## config.mk

```make
export PLATFORM = sky130hd
export DESIGN_NAME = qs_ram
export DESIGN_NICKNAME = d
export VERILOG_FILES = /design/src/hdl/qs_ram.sv
export SDC_FILE = /design/constraint.sdc
export NUM_CORES = 1
export LEC_CHECK = 0
export ABC_AREA = 1
export BUFFER_PORTS_ARGS = -buffer_cell sky130_fd_sc_hd__buf_2
export CAP_MARGIN = 20
export CORE_MARGIN = 2
export CORE_UTILIZATION = 41
export DETAILED_ROUTE_END_ITERATION = 16
export GPL_ROUTABILITY_DRIVEN = 1
export PLACE_DENSITY = 0.54
export REMOVE_ABC_BUFFERS = 1
export SKIP_LAST_GASP = 1
export SYNTH_ARGS = -nofsm -noshare
export SYNTH_HDL_FRONTEND = slang
export SYNTH_SLANG_ARGS = --single-unit
```

## constraint.sdc

```tcl
create_clock -name aclk -period 3.1 [get_ports aclk]
set_input_delay 0.155 -clock aclk [delete_from_list [all_inputs] [get_ports aclk]]
set_output_delay 0.155 -clock aclk [all_outputs]
set_load 0.005 [all_outputs]
```

## src/hdl/qs_ram.sv

```systemverilog
// Generic single-write, dual-read RAM with registered read data.
// No dependencies.
`default_nettype none
module qs_ram #(
    parameter int WIDTH = 8,
    parameter int DEPTH = 16
) (
    input  wire logic                     aclk,
    input  wire logic                     we,
    input  wire logic [$clog2(DEPTH)-1:0] waddr,
    input  wire logic [WIDTH-1:0]         wdata,
    input  wire logic [$clog2(DEPTH)-1:0] raddr_a,
    output logic      [WIDTH-1:0]         rdata_a,
    input  wire logic [$clog2(DEPTH)-1:0] raddr_b,
    output logic      [WIDTH-1:0]         rdata_b
);
    logic [WIDTH-1:0] mem [DEPTH];

    always_ff @(posedge aclk) begin
        if (we) begin
            mem[waddr] <= wdata;
        end
        rdata_a <= mem[raddr_a];
        rdata_b <= mem[raddr_b];
    end
endmodule
`default_nettype wire
```

==> flow_summary.toml, run 1 <==
[finish]
num_antenna_cells = 0
final_cell_mix = "277 x nand2_1, 225 x nand3_1, 134 x inv_1"
nets = 897
num-fill-cells = 1662
area_growth_pct = 11.8
register_area_sq_um = 4160
drive_gt1_frac = 0.0968
multi_input_area_sq_um = 2240
final_common_cell = "nand2_1"

[hold_path]
holdPathStages = 1
worst_hold_path_type = "in2reg"

[route]
ant_nets = 0
dr.pass1.iters = 6
routed_wl_um = 21800
initialDrtViolationCount = 754
drc_errors = 0
num_vias = 6003
wl_per_cell_um = 19.6
viasPerCell = 5.39

[worst_setup_path]
cp-end-kind = "register"
worstSetupPathType = "in2reg"
r2r_slack_ns = 1.96
crit_fanout = 39
start_kind = "input pin"
cp.arrival_ns = 1.71
worstPathRequired_ns = 3.42
r2r_cells = 6

[floorplan]
die_area_sq_um = 18800
io_pins = 38
core-area_sq_um = 17300
start_util = 0.420
die_h_um = 137
die_w_um = 137
rows = 48

[run]
cap_violations = 0

[sta]
fin_setup_tns_ns = 0
min_period_ns = 1.39
fin_crit_sh = 0.448
setup_violations = 0
tightest_slew_ns = 1.12
max-slew-margin-rel = 0.248
skew_ns = 0.00560
fmax_ghz = 0.720
hold_viol_final = 0
grt_setup_unrepaired = "false"
setup_ws_ns = 1.71
maxSlewViolCount = 0

[power]
power.net_switching_uw = 1150
p_seq_frac = 0.468
swShare = 0.246
p_int_uw = 3520
p_comb_frac = 0.093
leakagePower_uw = 0.00366
p_clk_frac = 0.439
vdd_drop_max_mv = 0.408
powerDensity_nw_per_um2 = 576

[grt]
antenna_found_initial = 0
track_usage = 0.247
grt_pass1_wl_um = 33600
grt_start_max_net_pins = 65
grt_pass1_vias = 5889
overflow = 0

[cts]
cts_resized = 0
cts_setup_buffers = 0
cts_hold_buf = 0
cts_made_buffers = 17
cts_buffer_depth = 2
htree_num_levels = 4
root_buffer = "clkbuf_16"
clkLatencyLatePin_ns = 0.43
clkSinkCount = 144
tritoncts = "built"
clkTransAtPathRegs_ns = 0.06

[placed_design]
preCtsSetupSlack_ns = 1.28
dp_hpwl_um = 13300
portBuffers = 37
routabilityCongestion = 0.841

[synth]
synthCells = 851
yosysSeqAreaShare = 0.574
ys_ff_latch = 144
syn_avg_cell_area_sq_um = 8.53
ys_types = 13
synth.cell_area_sq_um = 7260
yosysWarnings = 0

[status]
status = "completed"
[cell type report]
type | instances | share of cell area
sequential | 144 | 0.513
timing repair buffer | 53 | 0.0406
multi-input combinational | 521 | 0.277
clock buffer | 22 | 0.0572
tap | 225 | 0.0347
clock inverter | 10 | 0.0137
inverter | 138 | 0.0638
[metrics by stage]
step	hold slack, ns	total power [uW]	std cells	util	instance area, sq um
finish	0.123	4670	1113	0.469	8110
global route	0.128	4820	1113	0.469	8110
CTS	0.107	4680	1111	0.468	8090
detailed placement	0.534	2660	1079	0.434	7510
global placement	0.532	2650	1078	0.434	7500
floorplan	0.254	2430	803	-	6930
[critical path: stages]
cell and delay, ns:
buf_2 0.11, inv_2 0.55, buf_4 0.42, nand2_1 0.09, nand3_1 0.07, nand3_1 0.09
nand3_1 0.15, nand2_1 0.06
[cell families after synthesis]
kind of cell / after synthesis / share of synthesized area
flops: 144 / 0.574
simple gates: 521 / 0.309
buf+inv: 186 / 0.117
[final timing paths]
kind / startpoint / to
worst min register to register: mem[10][7] / rdata_b[7]
worst min-delay path: wdata[4] / mem[11][4]
worst max-delay path: raddr_b[0] / rdata_b[6]
worst max register to register: mem[1][6] / rdata_b[6]
[power groups by stage]
stage / clock, uW / sequential, uW / combinational, uW
5_1_grt: 2150 / 2190 / 480
6_report: 2050 / 2190 / 435
2_1_floorplan: 0 / 2230 / 205
3_3_place_gp: 0 / 2230 / 420
4_1_cts: 2060 / 2190 / 429
3_5_place_dp: 0 / 2230 / 428
[sequential cells by signal, summed over array words and instances, names as in the netlist]
name     count
rdata_b      8
rdata_a      8
mem        128
[metal layers]
metal | GRT usage | vias up | share of wire
met4 | 0.113 | 0 | 0.025
met2 | 0.369 | 334 | 0.45
met5 | 0 | - | 0
met3 | 0.0459 | 50 | 0.083
met1 | 0.349 | 2830 | 0.44
li1 | - | 2789 | -
[synth_stat cells]
library cell,number,area [sq um]
nand2_1,277,1040
clkbuf_1,3,11.3
nand3b_1,2,15.0
buf_6,14,158
buf_1,1,3.75
inv_2,4,15.0
buf_4,4,30.0
nand3_1,225,1130
nor2_1,17,63.8
edfxtp_1,128,3840
dfxtp_1,16,320
inv_1,134,503
buf_2,26,130
Note: power is estimated with default switching activity, not from simulation.
==> run 2, diff against run 1 <==
--- a/config.mk
+++ b/config.mk
@@ -5,7 +5,7 @@
 export SDC_FILE = /design/constraint.sdc
 export NUM_CORES = 1
 export LEC_CHECK = 0
-export ABC_AREA = 1
+export ABC_AREA = 0
 export BUFFER_PORTS_ARGS = -buffer_cell sky130_fd_sc_hd__buf_2
 export CAP_MARGIN = 20
 export CORE_MARGIN = 2
==> constraint.sdc (replaced) <==
create_clock -name aclk -period 1.44 [get_ports aclk]
set_input_delay 0.072 -clock aclk [delete_from_list [all_inputs] [get_ports aclk]]
set_output_delay 0.072 -clock aclk [all_outputs]
set_load 0.005 [all_outputs]
==> flow_summary.toml, run 2 <==
[route]
drc_errors = 0
viasPerCell = 5.90
ant_nets = 0
routed_wl_um = 14600
dr.pass1.iters = 5
num_vias = 3422
initialDrtViolationCount = 378
wl_per_cell_um = 25.1

[worst_setup_path]
worstSetupPathType = "reg2reg"
worst-path-buf-inv = 0
cp-end-kind = "register"
start_kind = "register"
r2r-end = "rdata_b[5]"
worstPathRequired_ns = 1.74
cp.arrival_ns = 1.71
crit_fanout = 2
cp_top_family = "multiplexers"
cp_slowest_cell = "mux4_1"
r2r_cells = 3
worstPathCellList = "mux4_1 > a22oi_1 > nand2_1"
reg2reg_from = "mem[1][5]"
r2r_slack_ns = 0.03
cpPeakStageDelay_ns = 0.51

[floorplan]
core-area_sq_um = 15100
start_util = 0.419
die_h_um = 128
io_pins = 38
rows = 45
die_area_sq_um = 16500
die_w_um = 128

[synth]
synthCells = 307
ys_ff_latch = 144
post-synth-top-count-cell = "edfxtp_1"
yosysWarnings = 0
synth_top_area_frac = 0.606
synth.cell_area_sq_um = 6350
ys_types = 20
syn_avg_cell_area_sq_um = 20.7
synth_common_cells = "128 x edfxtp_1, 34 x mux4_2, 32 x a22oi_1, 28 x mux4_1, 17 x nand2_1"
synth_ff_type = "edfxtp_1"
synth_area_leaders = "edfxtp_1 61%, mux4_2 12%, mux4_1 12%, dfxtp_1 5.0%, a22oi_1 3.8%"
ys_async_sr_fraction = 0
yosysSeqAreaShare = 0.656
yosysTopAreaCell = "edfxtp_1"
synth-edff-count = 128

[sta]
fin_setup_tns_ns = 0
grt_setup_unrepaired = "true"
fin_crit_sh = 0.978
tightest_slew_ns = 1.08
hold_viol_final = 0
min_period_ns = 1.41
maxSlewViolCount = 0
max-slew-margin-rel = 0.281
setup_violations = 0
hold_ws_ns = 0.0377
skew_ns = 0.00789
fmax_ghz = 0.710

[finish]
final_cell_mix = "128 x edfxtp_1, 37 x buf_2, 35 x mux4_2"
largest_register_ffs = 128
final_common_cell = "edfxtp_1"
num_antenna_cells = 0
area_growth_pct = 19.3
drive_gt1_frac = 0.370
stdcell_area_sq_um = 7570
reg_top3 = "mem: 128 flops, rdata_a: 8 flops, rdata_b: 8 flops"
nets = 402
stdcell_count = 580
largest-register = "mem"

[power]
p_int_uw = 7730
leakagePower_uw = 0.00265
p_comb_frac = 0.077
p_seq_frac = 0.484
p_clk_frac = 0.439
swShare = 0.208
vdd_drop_max_mv = 0.854
powerDensity_nw_per_um2 = 1290
power.net_switching_uw = 2030

[placed_design]
placedCellCount = 549
portBuffers = 37
dp_hpwl_um = 9520
placed_area_sq_um = 6970
routabilityCongestion = 0.761

[cts]
tritoncts = "built"
cts_buffer_depth = 2
root_buffer = "clkbuf_16"
cts_made_buffers = 17
htree_num_levels = 4
clkSinkCount = 144
cts_hold_buf = 0
clkTransAtPathRegs_ns = 0.06
clkLatencyLatePin_ns = 0.42

[grt]
antenna_found_initial = 0
overflow = 0
track_usage = 0.192
grt_pass1_wl_um = 21900
grt_start_max_net_pins = 20
grt_pass1_vias = 3533

[hold_path]
holdPathStages = 1
worstHoldEndpoint = "mem[12][5]"
min_from = "wdata[5]"
worst_hold_path_type = "in2reg"

[run]
cap_violations = 0

[status]
status = "completed"
[run 2: cell types whose count changed after synthesis, sizes merged, moves of 4 or more]
cell / before / now
nand2: 277 / 17
nand3: 225 / 1
inv: 138 / 0
mux4: 0 / 64
a22oi: 0 / 32
buf: 45 / 14
clkdlybuf4s25: 0 / 6
nor3: 0 / 4
[run 2: metrics by stage]
step / total power [uW] / utilization / setup slack [ns]
floorplan: 5130 / - / -0.125
global placement: 5550 / 0.460 / -0.178
detailed placement: 5560 / 0.460 / -0.177
CTS: 9850 / 0.499 / 0.00130
global route: 10100 / 0.500 / -0.0333
finish: 9760 / 0.500 / 0.0311
[run 2: power by group through the flow]
stage / clock network (uW) / registers [uW] / logic, uW
floorplan: 0 / 4800 / 328
finish: 4290 / 4720 / 750
global route: 4560 / 4730 / 813
global placement: 0 / 4810 / 744
detailed placement: 0 / 4810 / 748
CTS: 4370 / 4730 / 754
[run 2: timing repair]
action | 4_1_cts | 5_1_grt
buffers inserted | 0 | 0
resized for setup | 2 | 4
setup endpoints to repair | 2 | 7
pin swaps | 0 | 2
[run 2: kinds of logic after synthesis]
| group | share of synthesized area |
|---|---|
| AO/OA/AOI/OAI | 0.0379 |
| flip-flops | 0.656 |
| buffers and inverters | 0.0272 |
| multiplexers | 0.244 |
| AND/OR/NAND/NOR | 0.0343 |
[run 2: how the worst max path moves through the flow]
stage / start / to / slack (ns) / depth (start not counted)
after floorplan: waddr[2] / mem[0][0] / -0.12 / 2
after global placement: raddr_b[0] / rdata_b[1] / -0.18 / 6
after detailed placement: raddr_b[0] / rdata_b[1] / -0.18 / 6
after CTS: mem[2][7] / rdata_b[7] / 0.001 / 3
after global routing: mem[2][7] / rdata_b[7] / -0.03 / 3
final: mem[1][5] / rdata_b[5] / 0.03 / 3
[run 2: layer usage]
layer	up-vias	routed length, um	GRT usage
met4	0	261	0.0750
met1	1798	6530	0.266
met5	-	0	0
met3	26	861	0.0441
met2	111	6930	0.299
li1	1487	-	-
[run 2: area by class of cell]
class	instances	area [sq um]
Fill cell	1218	7580
Sequential cell	144	4160
Multi-Input combinational cell	143	2030
Timing Repair Buffer	74	563
Clock buffer	18	429
Tap cell	188	235
Clock inverter	13	146
==> run 3, diff against run 2 <==
--- a/config.mk
+++ b/config.mk
@@ -10,6 +10,7 @@
 export CAP_MARGIN = 20
 export CORE_MARGIN = 2
 export CORE_UTILIZATION = 41
+export CTS_BUF_LIST = sky130_fd_sc_hd__clkbuf_16
 export DETAILED_ROUTE_END_ITERATION = 16
 export GPL_ROUTABILITY_DRIVEN = 1
 export PLACE_DENSITY = 0.54
==> flow_summary.toml, run 3 (same netlist as run 2, synthesis figures left out) <==
[status]
status = "completed"

[route]
dr.pass1.iters = 5
wl_per_cell_um = 25.1
viasPerCell = 5.91
initialDrtViolationCount = 378
ant_nets = 0
drc_errors = 0
num_vias = 3425
routed_wl_um = 14600

[sta]
tightest_slew_ns = 1.08
setup_ws_ns = 0.0311
grt_setup_unrepaired = "true"
fmax_ghz = 0.710
fin_setup_tns_ns = 0
skew_ns = 0.00791
hold_ws_ns = 0.0374
maxSlewViolCount = 0
setup_violations = 0
max-slew-margin-rel = 0.281
fin_crit_sh = 0.978
hold_viol_final = 0
min_period_ns = 1.41

[cts]
clkSinkCount = 144
tritoncts = "built"
htree_num_levels = 4
cts_hold_buf = 0
root_buffer = "clkbuf_16"
clkLatencyLatePin_ns = 0.42
cts_made_buffers = 17
clkTransAtPathRegs_ns = 0.06
cts_buffer_depth = 2

[finish]
nets = 402
largest-register = "mem"
stdcell_area_sq_um = 7570
final_core_util = 0.500
drive_gt1_frac = 0.370
num_antenna_cells = 0
largest_register_ffs = 128
num-fill-cells = 1218
reg_top3 = "mem: 128 flops, rdata_a: 8 flops, rdata_b: 8 flops"
final_cell_mix = "128 x edfxtp_1, 37 x buf_2, 35 x mux4_2"
final_common_cell = "edfxtp_1"
area_growth_pct = 19.3

[hold_path]
worst_hold_path_type = "in2reg"
worstHoldEndpoint = "mem[12][5]"
holdPathStages = 1
min_from = "wdata[5]"

[worst_setup_path]
cp-end-kind = "register"
worstPathRequired_ns = 1.74
r2r_slack_ns = 0.03
worstSetupPathType = "reg2reg"
crit_fanout = 2
start_kind = "register"
cp.arrival_ns = 1.71
r2r_cells = 3
r2r-end = "rdata_b[5]"
reg2reg_from = "mem[1][5]"
cpPeakStageDelay_ns = 0.51
worstPathCellList = "mux4_1 > a22oi_1 > nand2_1"
cp_slowest_cell = "mux4_1"

[run]
cap_violations = 0

[grt]
grt_pass1_wl_um = 21900
overflow = 0
grt_start_max_net_pins = 20
grt_pass1_vias = 3533
track_usage = 0.192
antenna_found_initial = 0

[floorplan]
rows = 45
die_h_um = 128
die_w_um = 128
io_pins = 38
die_area_sq_um = 16500
core-area_sq_um = 15100
start_util = 0.419

[placed_design]
preCtsSetupSlack_ns = -0.177
portBuffers = 37
routabilityCongestion = 0.761
dp_hpwl_um = 9520
placed_area_sq_um = 6970

[power]
leakagePower_uw = 0.00266
vdd_drop_max_mv = 0.855
powerDensity_nw_per_um2 = 1290
[run 3: worst max path at each step]
| stage | end | slack (ns) | startpoint | depth (start not counted) |
|---|---|---|---|---|
| final | rdata_b[5] | 0.03 | mem[1][5] | 3 |
| after global routing | rdata_b[7] | -0.03 | mem[2][7] | 3 |
| after CTS | rdata_b[7] | 0.001 | mem[2][7] | 3 |
| after detailed placement | rdata_b[1] | -0.18 | raddr_b[0] | 6 |
| after global placement | rdata_b[1] | -0.18 | raddr_b[0] | 6 |
| after floorplan | mem[0][0] | -0.12 | waddr[2] | 2 |
[run 3: timing repair]
action,4_1_cts,5_1_grt
setup endpoints to repair,2,7
cloned,0,0
gates resized for setup,2,4
pin swaps,0,2
setup buffers,0,0
[run 3: metrics by stage]
step / power (uW) / instances
after floorplan: 5130 / 287
after global placement: 5550 / 549
after detailed placement: 5560 / 549
after CTS: 9840 / 580
after global routing: 10100 / 580
final: 9760 / 580
[run 3: power breakdown]
group	switching, uW	internal, uW	leakage (uW)
Combinational	379	371	0.00108
Sequential	47.4	4680	0.00129
Clock	1610	2670	0.000284
[run 3: cell type report]
cell class              instances  area [sq um]  area share
well taps                     188           235      0.0311
clock inverters                14           150      0.0198
repair buffers                 74           563      0.0744
flip-flops and latches        144          4160       0.550
multi-input cells             143          2030       0.268
clock buffers                  17           425      0.0562
[run 3: layer usage]
layer  GRT usage  share of wire  wire length, um
met1       0.266           0.45             6530
met2       0.299           0.48             6930
met3      0.0441          0.059              861
met4      0.0750          0.018              261
met5           0              0                0
[run 3: worst max-delay path, delay by kind of cell (launching register included)]
kind             cells  cell delay, ns
AO/OA/AOI/OAI        1            0.31
flip-flops           1            0.37
multiplexers         1            0.51
AND/OR/NAND/NOR      1            0.10
